**src/rtl/csi_pkg.sv**
```systemverilog
// ----------------------------------------------------------------------------
// Coordinated servo interpolator package
// Field widths, request codes and divider sizing shared by the block's files.
// ----------------------------------------------------------------------------
package csi_pkg;

  localparam int AxesDefault = 4;

  localparam int ReqW   = 2;
  localparam int AxisW  = 4;
  localparam int AngW   = 12;
  localparam int TimeW  = 32;
  localparam int SdW    = 16;
  localparam int DistW  = AngW + 1;
  localparam int ProdW  = SdW + DistW;
  localparam int DlyW   = 30;
  localparam int DivW   = 32;
  localparam int ChgW   = DivW + 2;

  localparam int InDataW  = 48;
  localparam int OutDataW = 16;

  localparam logic [SdW-1:0] StepDelayReset = 16'd10;

  localparam logic [ReqW-1:0] ReqInit = 2'd0;
  localparam logic [ReqW-1:0] ReqLoad = 2'd1;
  localparam logic [ReqW-1:0] ReqStep = 2'd2;

endpackage

```
**src/rtl/csi_div.sv**
```systemverilog
// ----------------------------------------------------------------------------
// Iterative unsigned divider
// Restoring division, one quotient bit per cycle, done pulses with the result.
// ----------------------------------------------------------------------------
module csi_div (
  input  logic                     clk_i,
  input  logic                     rst_ni,
  input  logic                     start_i,
  input  logic [csi_pkg::DivW-1:0] dividend_i,
  input  logic [csi_pkg::DivW-1:0] divisor_i,
  output logic                     done_o,
  output logic [csi_pkg::DivW-1:0] quotient_o
);

  localparam int CntW = $clog2(csi_pkg::DivW);

  logic                     busy_q;
  logic                     done_q;
  logic [CntW-1:0]          cnt_q;
  logic [csi_pkg::DivW-1:0] rem_q;
  logic [csi_pkg::DivW-1:0] quo_q;
  logic [csi_pkg::DivW-1:0] dsr_q;
  logic [csi_pkg::DivW:0]   rem_sh;
  logic                     fits;

  assign rem_sh = {rem_q, quo_q[csi_pkg::DivW-1]};
  assign fits   = (rem_sh >= {1'b0, dsr_q});

  always_ff @(posedge clk_i or negedge rst_ni) begin
    if (!rst_ni) begin
      busy_q <= 1'b0;
      done_q <= 1'b0;
      cnt_q  <= '0;
      rem_q  <= '0;
      quo_q  <= '0;
      dsr_q  <= '0;
    end else begin
      done_q <= 1'b0;
      if (start_i) begin
        busy_q <= 1'b1;
        cnt_q  <= '0;
        rem_q  <= '0;
        quo_q  <= dividend_i;
        dsr_q  <= divisor_i;
      end else if (busy_q) begin
        if (fits) begin
          rem_q <= csi_pkg::DivW'(rem_sh - {1'b0, dsr_q});
        end else begin
          rem_q <= rem_sh[csi_pkg::DivW-1:0];
        end
        quo_q <= {quo_q[csi_pkg::DivW-2:0], fits};
        cnt_q <= cnt_q + 1'b1;
        if (cnt_q == CntW'(csi_pkg::DivW - 1)) begin
          busy_q <= 1'b0;
          done_q <= 1'b1;
        end
      end
    end
  end

  assign done_o     = done_q;
  assign quotient_o = quo_q;

endmodule

```
**src/rtl/coordinated_servo_interpolator.sv**
```systemverilog
// ----------------------------------------------------------------------------
// Coordinated servo interpolator
// Multi-axis linear interpolation with per-axis step delays from one shared
// iterative divider.
// ----------------------------------------------------------------------------
//  Channel  Direction  Contents
//  s_axis   in         tuser req_type, tdata axis/angle/now_time, tlast last_target
//  m_axis   out        tdata next_angle/axis_moving/any_moving, tuser angle_written
//  cfg      in         step_delay write, always ready
//
//  Init, load and ignored requests go from decode straight to the result. A
//  step without a division passes through S_STEP, and S_APPLY if the axis
//  moves; a dividing step waits in S_SWAIT for the shared divider. A last
//  load walks the axes once for the largest distance, then runs one division
//  per moving axis. Reset is asynchronous, with no clearing pass. The block
//  stalls only when a new result is ready before the last one has been taken.
// ----------------------------------------------------------------------------
module coordinated_servo_interpolator #(
  parameter int AXES = csi_pkg::AxesDefault
) (
  input  logic                         clk_i,
  input  logic                         rst_ni,
  input  logic                         s_axis_tvalid_i,
  output logic                         s_axis_tready_o,
  // axis [3:0], angle [15:4], now_time [47:16]
  input  logic [csi_pkg::InDataW-1:0]  s_axis_tdata_i,
  // req_type [1:0]
  input  logic [csi_pkg::ReqW-1:0]     s_axis_tuser_i,
  input  logic                         s_axis_tlast_i,
  output logic                         m_axis_tvalid_o,
  input  logic                         m_axis_tready_i,
  // next_angle [11:0], axis_moving [12], any_moving [13], zero [15:14]
  output logic [csi_pkg::OutDataW-1:0] m_axis_tdata_o,
  // angle_written [0]
  output logic [0:0]                   m_axis_tuser_o,
  input  logic                         cfg_valid_i,
  output logic                         cfg_ready_o,
  input  logic [csi_pkg::SdW-1:0]      cfg_data_i
);

  localparam int IdxW  = (AXES > 1) ? $clog2(AXES) : 1;
  localparam int AngW  = csi_pkg::AngW;
  localparam int DistW = csi_pkg::DistW;
  localparam int DlyW  = csi_pkg::DlyW;
  localparam int DivW  = csi_pkg::DivW;
  localparam int ChgW  = csi_pkg::ChgW;

  typedef enum logic [3:0] {
    S_IDLE, S_DECODE, S_MAX, S_MUL, S_SETUP, S_DWAIT, S_FIN,
    S_STEP, S_SWAIT, S_APPLY, S_DONE
  } state_e;

  state_e state_q;

  logic [csi_pkg::SdW-1:0]   step_delay_q;
  logic [csi_pkg::ReqW-1:0]  req_q;
  logic [IdxW-1:0]           idx_q;
  logic                      ax_ok_q;
  logic [AngW-1:0]           ang_q;
  logic [csi_pkg::TimeW-1:0] now_q;
  logic                      last_q;

  logic [AngW-1:0] origin_q  [AXES];
  logic [AngW-1:0] target_q  [AXES];
  logic [AngW-1:0] current_q [AXES];
  logic [DlyW-1:0] delay_q   [AXES];
  logic [AXES-1:0] moving_q;

  logic [csi_pkg::TimeW-1:0] start_time_q;
  logic [DistW-1:0]          largest_q;
  logic [csi_pkg::ProdW-1:0] prod_q;
  logic [ChgW-1:0]           change_q;

  logic [AngW-1:0] res_angle_q;
  logic            res_written_q;
  logic            res_moving_q;

  logic                         out_valid_q;
  logic [csi_pkg::OutDataW-1:0] out_data_q;
  logic                         out_user_q;

  logic [AngW-1:0]  org, tgt, cur;
  logic [DlyW-1:0]  dly;
  logic [DistW-1:0] ld_diff, ld_dist, ax_diff, ax_dist, st_diff, st_dist;
  logic [DlyW-1:0]  dly_mag, dly_wdata;
  logic             dly_we;
  logic [ChgW-1:0]  pos_mag, pos, chg_mag;
  logic             div_start, div_done;
  logic [DivW-1:0]  div_dividend, div_divisor, div_quotient;
  logic [csi_pkg::TimeW-1:0] elapsed;
  logic             last_axis;

  assign org = origin_q[idx_q];
  assign tgt = target_q[idx_q];
  assign cur = current_q[idx_q];
  assign dly = delay_q[idx_q];

  assign ld_diff = {1'b0, ang_q} - {1'b0, org};
  assign ld_dist = ld_diff[DistW-1] ? -ld_diff : ld_diff;
  assign ax_diff = {1'b0, tgt} - {1'b0, org};
  assign ax_dist = ax_diff[DistW-1] ? -ax_diff : ax_diff;
  assign st_diff = {1'b0, tgt} - {1'b0, cur};
  assign st_dist = st_diff[DistW-1] ? -st_diff : st_diff;
  assign dly_mag = dly[DlyW-1] ? -dly : dly;
  assign elapsed = now_q - start_time_q;

  assign pos_mag = ChgW'(div_quotient);
  assign pos     = dly[DlyW-1] ? -pos_mag : pos_mag;
  assign chg_mag = change_q[ChgW-1] ? -change_q : change_q;

  assign last_axis = (idx_q == IdxW'(AXES - 1));

  assign div_start = ((state_q == S_SETUP) && (ax_diff != '0)) ||
                     ((state_q == S_STEP) && (st_diff != '0) && (dly != '0));
  assign div_dividend = (state_q == S_SETUP) ? DivW'(prod_q) : DivW'(elapsed);
  assign div_divisor  = (state_q == S_SETUP) ? DivW'(ax_dist) : DivW'(dly_mag);

  assign dly_we = ((state_q == S_SETUP) && (ax_diff == '0)) ||
                  ((state_q == S_DWAIT) && div_done);
  always_comb begin
    if (state_q == S_SETUP) begin
      dly_wdata = '0;
    end else if (ax_diff[DistW-1]) begin
      dly_wdata = -div_quotient[DlyW-1:0];
    end else begin
      dly_wdata = div_quotient[DlyW-1:0];
    end
  end

  csi_div u_div (
    .clk_i      (clk_i),
    .rst_ni     (rst_ni),
    .start_i    (div_start),
    .dividend_i (div_dividend),
    .divisor_i  (div_divisor),
    .done_o     (div_done),
    .quotient_o (div_quotient)
  );

  always_ff @(posedge clk_i) begin
    if (dly_we) begin
      delay_q[idx_q] <= dly_wdata;
    end
  end

  always_ff @(posedge clk_i or negedge rst_ni) begin
    if (!rst_ni) begin
      state_q       <= S_IDLE;
      step_delay_q  <= csi_pkg::StepDelayReset;
      req_q         <= '0;
      idx_q         <= '0;
      ax_ok_q       <= 1'b0;
      ang_q         <= '0;
      now_q         <= '0;
      last_q        <= 1'b0;
      origin_q      <= '{default: '0};
      target_q      <= '{default: '0};
      current_q     <= '{default: '0};
      moving_q      <= '0;
      start_time_q  <= '0;
      largest_q     <= '0;
      prod_q        <= '0;
      change_q      <= '0;
      res_angle_q   <= '0;
      res_written_q <= 1'b0;
      res_moving_q  <= 1'b0;
      out_valid_q   <= 1'b0;
      out_data_q    <= '0;
      out_user_q    <= 1'b0;
    end else begin
      if (cfg_valid_i) begin
        step_delay_q <= cfg_data_i;
      end
      if (out_valid_q && m_axis_tready_i && (state_q != S_DONE)) begin
        out_valid_q <= 1'b0;
      end
      unique case (state_q)
        S_IDLE: begin
          if (s_axis_tvalid_i) begin
            req_q         <= s_axis_tuser_i;
            idx_q         <= s_axis_tdata_i[IdxW-1:0];
            ax_ok_q       <= ({1'b0, s_axis_tdata_i[3:0]} < 5'(AXES));
            ang_q         <= s_axis_tdata_i[15:4];
            now_q         <= s_axis_tdata_i[47:16];
            last_q        <= s_axis_tlast_i;
            res_angle_q   <= '0;
            res_written_q <= 1'b0;
            res_moving_q  <= 1'b0;
            state_q       <= S_DECODE;
          end
        end
        S_DECODE: begin
          state_q <= S_DONE;
          if (ax_ok_q) begin
            unique case (req_q)
              csi_pkg::ReqInit: begin
                origin_q[idx_q]  <= ang_q;
                target_q[idx_q]  <= ang_q;
                current_q[idx_q] <= ang_q;
                moving_q[idx_q]  <= 1'b0;
              end
              csi_pkg::ReqLoad: begin
                target_q[idx_q] <= ang_q;
                if (ld_dist > largest_q) begin
                  largest_q <= ld_dist;
                end
                if (last_q) begin
                  idx_q   <= '0;
                  state_q <= S_MAX;
                end
              end
              csi_pkg::ReqStep: begin
                state_q <= S_STEP;
              end
              default: begin
              end
            endcase
          end
        end
        S_MAX: begin
          if (ax_dist > largest_q) begin
            largest_q <= ax_dist;
          end
          if (last_axis) begin
            state_q <= S_MUL;
          end else begin
            idx_q <= idx_q + 1'b1;
          end
        end
        S_MUL: begin
          prod_q  <= step_delay_q * largest_q;
          idx_q   <= '0;
          state_q <= S_SETUP;
        end
        S_SETUP: begin
          if (ax_diff == '0) begin
            moving_q[idx_q] <= 1'b0;
            if (last_axis) begin
              state_q <= S_FIN;
            end else begin
              idx_q <= idx_q + 1'b1;
            end
          end else begin
            state_q <= S_DWAIT;
          end
        end
        S_DWAIT: begin
          if (div_done) begin
            moving_q[idx_q] <= 1'b1;
            if (last_axis) begin
              state_q <= S_FIN;
            end else begin
              idx_q   <= idx_q + 1'b1;
              state_q <= S_SETUP;
            end
          end
        end
        S_FIN: begin
          start_time_q <= now_q;
          largest_q    <= '0;
          state_q      <= S_DONE;
        end
        S_STEP: begin
          if (st_diff == '0) begin
            moving_q[idx_q] <= 1'b0;
            state_q         <= S_DONE;
          end else begin
            res_moving_q <= 1'b1;
            if (dly == '0) begin
              change_q <= ChgW'(signed'(st_diff));
              state_q  <= S_APPLY;
            end else begin
              state_q <= S_SWAIT;
            end
          end
        end
        S_SWAIT: begin
          if (div_done) begin
            change_q <= pos + ChgW'(org) - ChgW'(cur);
            state_q  <= S_APPLY;
          end
        end
        S_APPLY: begin
          moving_q[idx_q] <= 1'b1;
          if (change_q != '0) begin
            res_written_q <= 1'b1;
            if (chg_mag < ChgW'(st_dist)) begin
              current_q[idx_q] <= cur + change_q[AngW-1:0];
              res_angle_q      <= cur + change_q[AngW-1:0];
            end else begin
              current_q[idx_q] <= tgt;
              origin_q[idx_q]  <= tgt;
              res_angle_q      <= tgt;
            end
          end
          state_q <= S_DONE;
        end
        S_DONE: begin
          if (!out_valid_q || m_axis_tready_i) begin
            out_valid_q <= 1'b1;
            out_data_q  <= {2'b00, |moving_q, res_moving_q, res_angle_q};
            out_user_q  <= res_written_q;
            state_q     <= S_IDLE;
          end
        end
        default: begin
          state_q <= S_IDLE;
        end
      endcase
    end
  end

  assign s_axis_tready_o = (state_q == S_IDLE);
  assign m_axis_tvalid_o = out_valid_q;
  assign m_axis_tdata_o  = out_data_q;
  assign m_axis_tuser_o  = out_user_q;
  assign cfg_ready_o     = 1'b1;

endmodule

```
**config.mk**
```make
export PLATFORM = sky130hd
export DESIGN_NAME = coordinated_servo_interpolator
export DESIGN_NICKNAME = d
export VERILOG_FILES = /design/src/rtl/csi_pkg.sv /design/src/rtl/csi_div.sv /design/src/rtl/coordinated_servo_interpolator.sv
export SDC_FILE = /design/constraint.sdc
export NUM_CORES = 2
export LEC_CHECK = 0
export CAP_MARGIN = 15
export CORE_AREA = 3 3 260 262
export CTS_CLUSTER_DIAMETER = 100
export DETAILED_ROUTE_END_ITERATION = 10
export DIE_AREA = 0 0 263 265
export DONT_BUFFER_PORTS = 1
export GPL_TIMING_DRIVEN = 0
export PLACE_DENSITY = 0.89
export SYNTH_ARGS = -nofsm -noshare
export SYNTH_HDL_FRONTEND = slang
export SYNTH_SLANG_ARGS = --single-unit
```
**constraint.sdc**
```tcl
create_clock -name clk_i -period 9.47 [get_ports clk_i]
set_clock_uncertainty 0.05 [all_clocks]
set_input_delay 2.841 -clock clk_i [delete_from_list [all_inputs] [get_ports clk_i]]
set_output_delay 2.841 -clock clk_i [all_outputs]
set_load 0.1 [all_outputs]
```
==> flow_summary_export.csv <==
group,metric,value,unit
sta,final_hold_viol_count,0,
global_routing,grt_pass1_vias,35100,
layout,synthToLayoutAreaGrowth,8.04,%
routing,routed_via_density,6.56,
sta,fin_crit,9.21,ns
routing,vias,35200,
sta,setup_viol,0,
run,drv_cap,0,
die,start_util,0.644,
synthesis,synth_most_common_cell,"dfrtp_1",
placed_design,portBuffers,0,
run_status,violations,"slew limit",
synthesis,synth_top_cells_by_area,"dfrtp_1 27%, edfxtp_1 8.5%, fa_1 8.1%",
cts,clk_pin_slew,0.06,ns
placed_design,dp_hpwl,89800,um
cts,clock_latency,0.62,ns
synthesis,ys_types,87,
synthesis,yosysTopAreaCell,"dfrtp_1",
setup_path,ff2ff_path_depth,24,
routing,drc_errors,0,
routing,ant_nets,0,
synthesis,netlist_area,42300,um2
die,fp.dieH,265,um
layout,num-fill-cells,4659,
placed_design,gp_congestion,1.01,
routing,post_drt_wl_per_cell,22.4,um
layout,layout.cells.non_filler,5372,
setup_path,start_kind,"flop",
die,dieArea,69700,um2
sta,drv_slew,176,
placed_design,dpl-instance-area,43400,um2
die,coreArea,65600,um2
setup_path,arrival,9.61,ns
routing,drt_iter0_markers,3995,
synthesis,netlist_instances,4379,
cts,clkSinkCount,577,
layout,post-route-cell-area,45700,um2
synthesis,synth_mux_area_frac,0.0984,
die,num_rows,94,
global_routing,antenna_found_initial,8,
synthesis,synth_top_family_by_area,"adder cells",
setup_path,path_max_fanout,18,
synthesis,yosysWarnings,0,
setup_path,cp-end-kind,"flop",
layout,drive_gt1_frac,0.0963,
sta,rsz0062_at_grt,"no",
setup_path,path_class,"flop to flop",
min_path,hold_depth,2,
cts,cts_buffer_depth,3,
synthesis,synth_seq_cells,577,
synthesis,synthArstFlopShare,0.792,
placed_design,dp_cells,5248,
synthesis,synthAdderAreaFrac,0.160,
global_routing,grt_overflow_total,0,
die,ios,92,
cts,cts_setup_buffers,0,
synthesis,netlist_top_cells_count,"455 x dfrtp_1, 406 x nand2_1, 346 x inv_1",
synthesis,synth_edf_count,120,
min_path,hold_path.class,"flop to flop",
global_routing,grt_use_total,0.339,
synthesis,synth_compound_area_frac,0.149,
global_routing,grt_first_pass_wirelength,189000,um
cts,cts_max_level,3,
synthesis,synth_top_area_frac,0.269,
global_routing,grt_max_degree,458,
synthesis,synth-simple-area-share,0.132,
routing,wl,120000,um
routing,drtPass1Iterations,7,
synthesis,seq_area_frac_synth,0.356,
sta,min_period_over_period,0.972,
die,die_w,263,um
sta,slew_headroom,-0.301,
sta,tightest_slew,1.95,ns
cts,root_buffer,"clkbuf_16",
layout,nets,4962,
synthesis,syn_area_per_cell,9.65,um2
synthesis,synthFlopType,"dfrtp_1",
run_status,status,"finished, violations left",
cts,cts_tree,"done",
synthesis,synth_xor_area_frac,0.0514,
cts,numCtsBuffers,66,
setup_path,critPathRequiredTime,9.88,ns
sta,fmax,109,MHz
worst max-delay path, stage by stage, from the launching register on:
cell             delay (ns)
dfrtp_1                0.38
clkbuf_2               0.53
clkdlybuf4s15_2        0.62
clkbuf_2               0.39
mux2_2                 0.37
o21ai_0                0.51
inv_1                  0.35
ha_1                   0.37
clkbuf_1               0.20
o21a_1                 0.24
o21ai_0                0.33
a211oi_1               0.10
a211oi_1               0.57
and3_1                 0.29
and4_1                 0.41
nand2_1                0.14
ha_1                   0.22
a221oi_1               0.22
o2111ai_1              0.17
or4_1                  0.56
nor4_2                 0.31
nand4_2                0.40
clkbuf_1               0.38
a21oi_1                0.67
a31oi_1                0.20
layout make-up:
class / instances / area [um2] / share of cell area
clock buffer: 98 / 1950 / 0.0426
buffer: 225 / 925 / 0.0202
inverter: 348 / 1310 / 0.0286
tap: 864 / 1080 / 0.0237
timing repair buffer: 6 / 60.1 / 0.00131
sequential: 577 / 15000 / 0.329
clock inverter: 23 / 224 / 0.00490
antenna: 3 / 7.51 / 0.000164
multi-input combinational: 3228 / 25100 / 0.549
cell families after synthesis:
logic type,count (synthesis)
flip-flops,577
XOR/XNOR,248
multiplexers,324
AND/OR/NAND/NOR,1189
AO/OA/AOI/OAI,1026
adder cells (fa/ha/maj),438
other,2
buffers and inverters,575
routing by layer:
| layer | GRT usage | wire length, um |
|---|---|---|
| met1 | 0.425 | 45000 |
| met4 | 0.190 | 7590 |
| met2 | 0.538 | 55000 |
| met3 | 0.0896 | 12800 |
| met5 | 0 | 62 |
worst paths after layout:
| path | slack (ns) | to | start |
|---|---|---|---|
| max | 0.26 | current_q[12] | idx_q[1] |
| min in group asynchronous | 1.94 | m_axis_tuser_o | rst_ni |
| max reg2reg | 0.26 | current_q[12] | idx_q[1] |
| max in group asynchronous | 5.93 | u_div.rem_q[28] | rst_ni |
| min reg2reg | 0.43 | res_angle_q[2] | res_angle_q[2] |
| min | 0.43 | res_angle_q[2] | res_angle_q[2] |
state kept, by name, summed over array words and instances (netlist names), 13 cells and up, named ones only:
| register | count |
|---|---|
| origin_q | 48 |
| prod_q | 29 |
| start_time_q | 32 |
| m_axis_tdata_o | 14 |
| u_div.dsr_q | 30 |
| u_div.rem_q | 32 |
| u_div.quotient_o | 32 |
| now_q | 32 |
| current_q | 48 |
| largest_q | 13 |
| step_delay_q | 16 |
| change_q | 34 |
| target_q | 48 |
| delay_q | 120 |
what timing repair did:
item                                    CTS  global route
gates resized for setup                  10            20
hold buffers                              0             0
endpoints found under the setup margin  121           121
metrics by stage:
stage | TNS (ns) | hold slack (ns) | setup slack [ns] | utilization
2_1_floorplan | 0 | 0.392 | 1.68 | -
3_5_place_dp | -108.36 | 0.420 | -1.18 | 0.662
6_report | 0 | 0.429 | 0.263 | 0.696
3_3_place_gp | -81.74 | 0.408 | -0.949 | 0.661
5_1_grt | 0 | 0.443 | 0.0392 | 0.696
4_1_cts | 0 | 0.433 | 0.00844 | 0.695
placed cells by master, fill, tap and decap left out, types with 26 or more instances in the layout:
cell / instances
a21oi_1: 283
edfxtp_1: 120
nand2_1: 406
nand2b_1: 30
xor2_1: 106
inv_1: 346
buf_1: 26
xnor2_1: 141
mux2_2: 188
dfrtp_1: 455
mux2i_1: 69
clkbuf_16: 69
ha_1: 266
clkbuf_1: 193
nor3_1: 72
a21o_1: 54
fa_1: 172
a211oi_1: 65
o21ai_0: 292
nor2_1: 331
nand3_1: 41
nand4_1: 27
and2_1: 96
mux4_2: 53
a31oi_1: 84
nor2b_1: 43
or3_1: 30
Power is not shown: default switching activity piles up to over one toggle a cycle in this logic, so the estimate is an artifact.
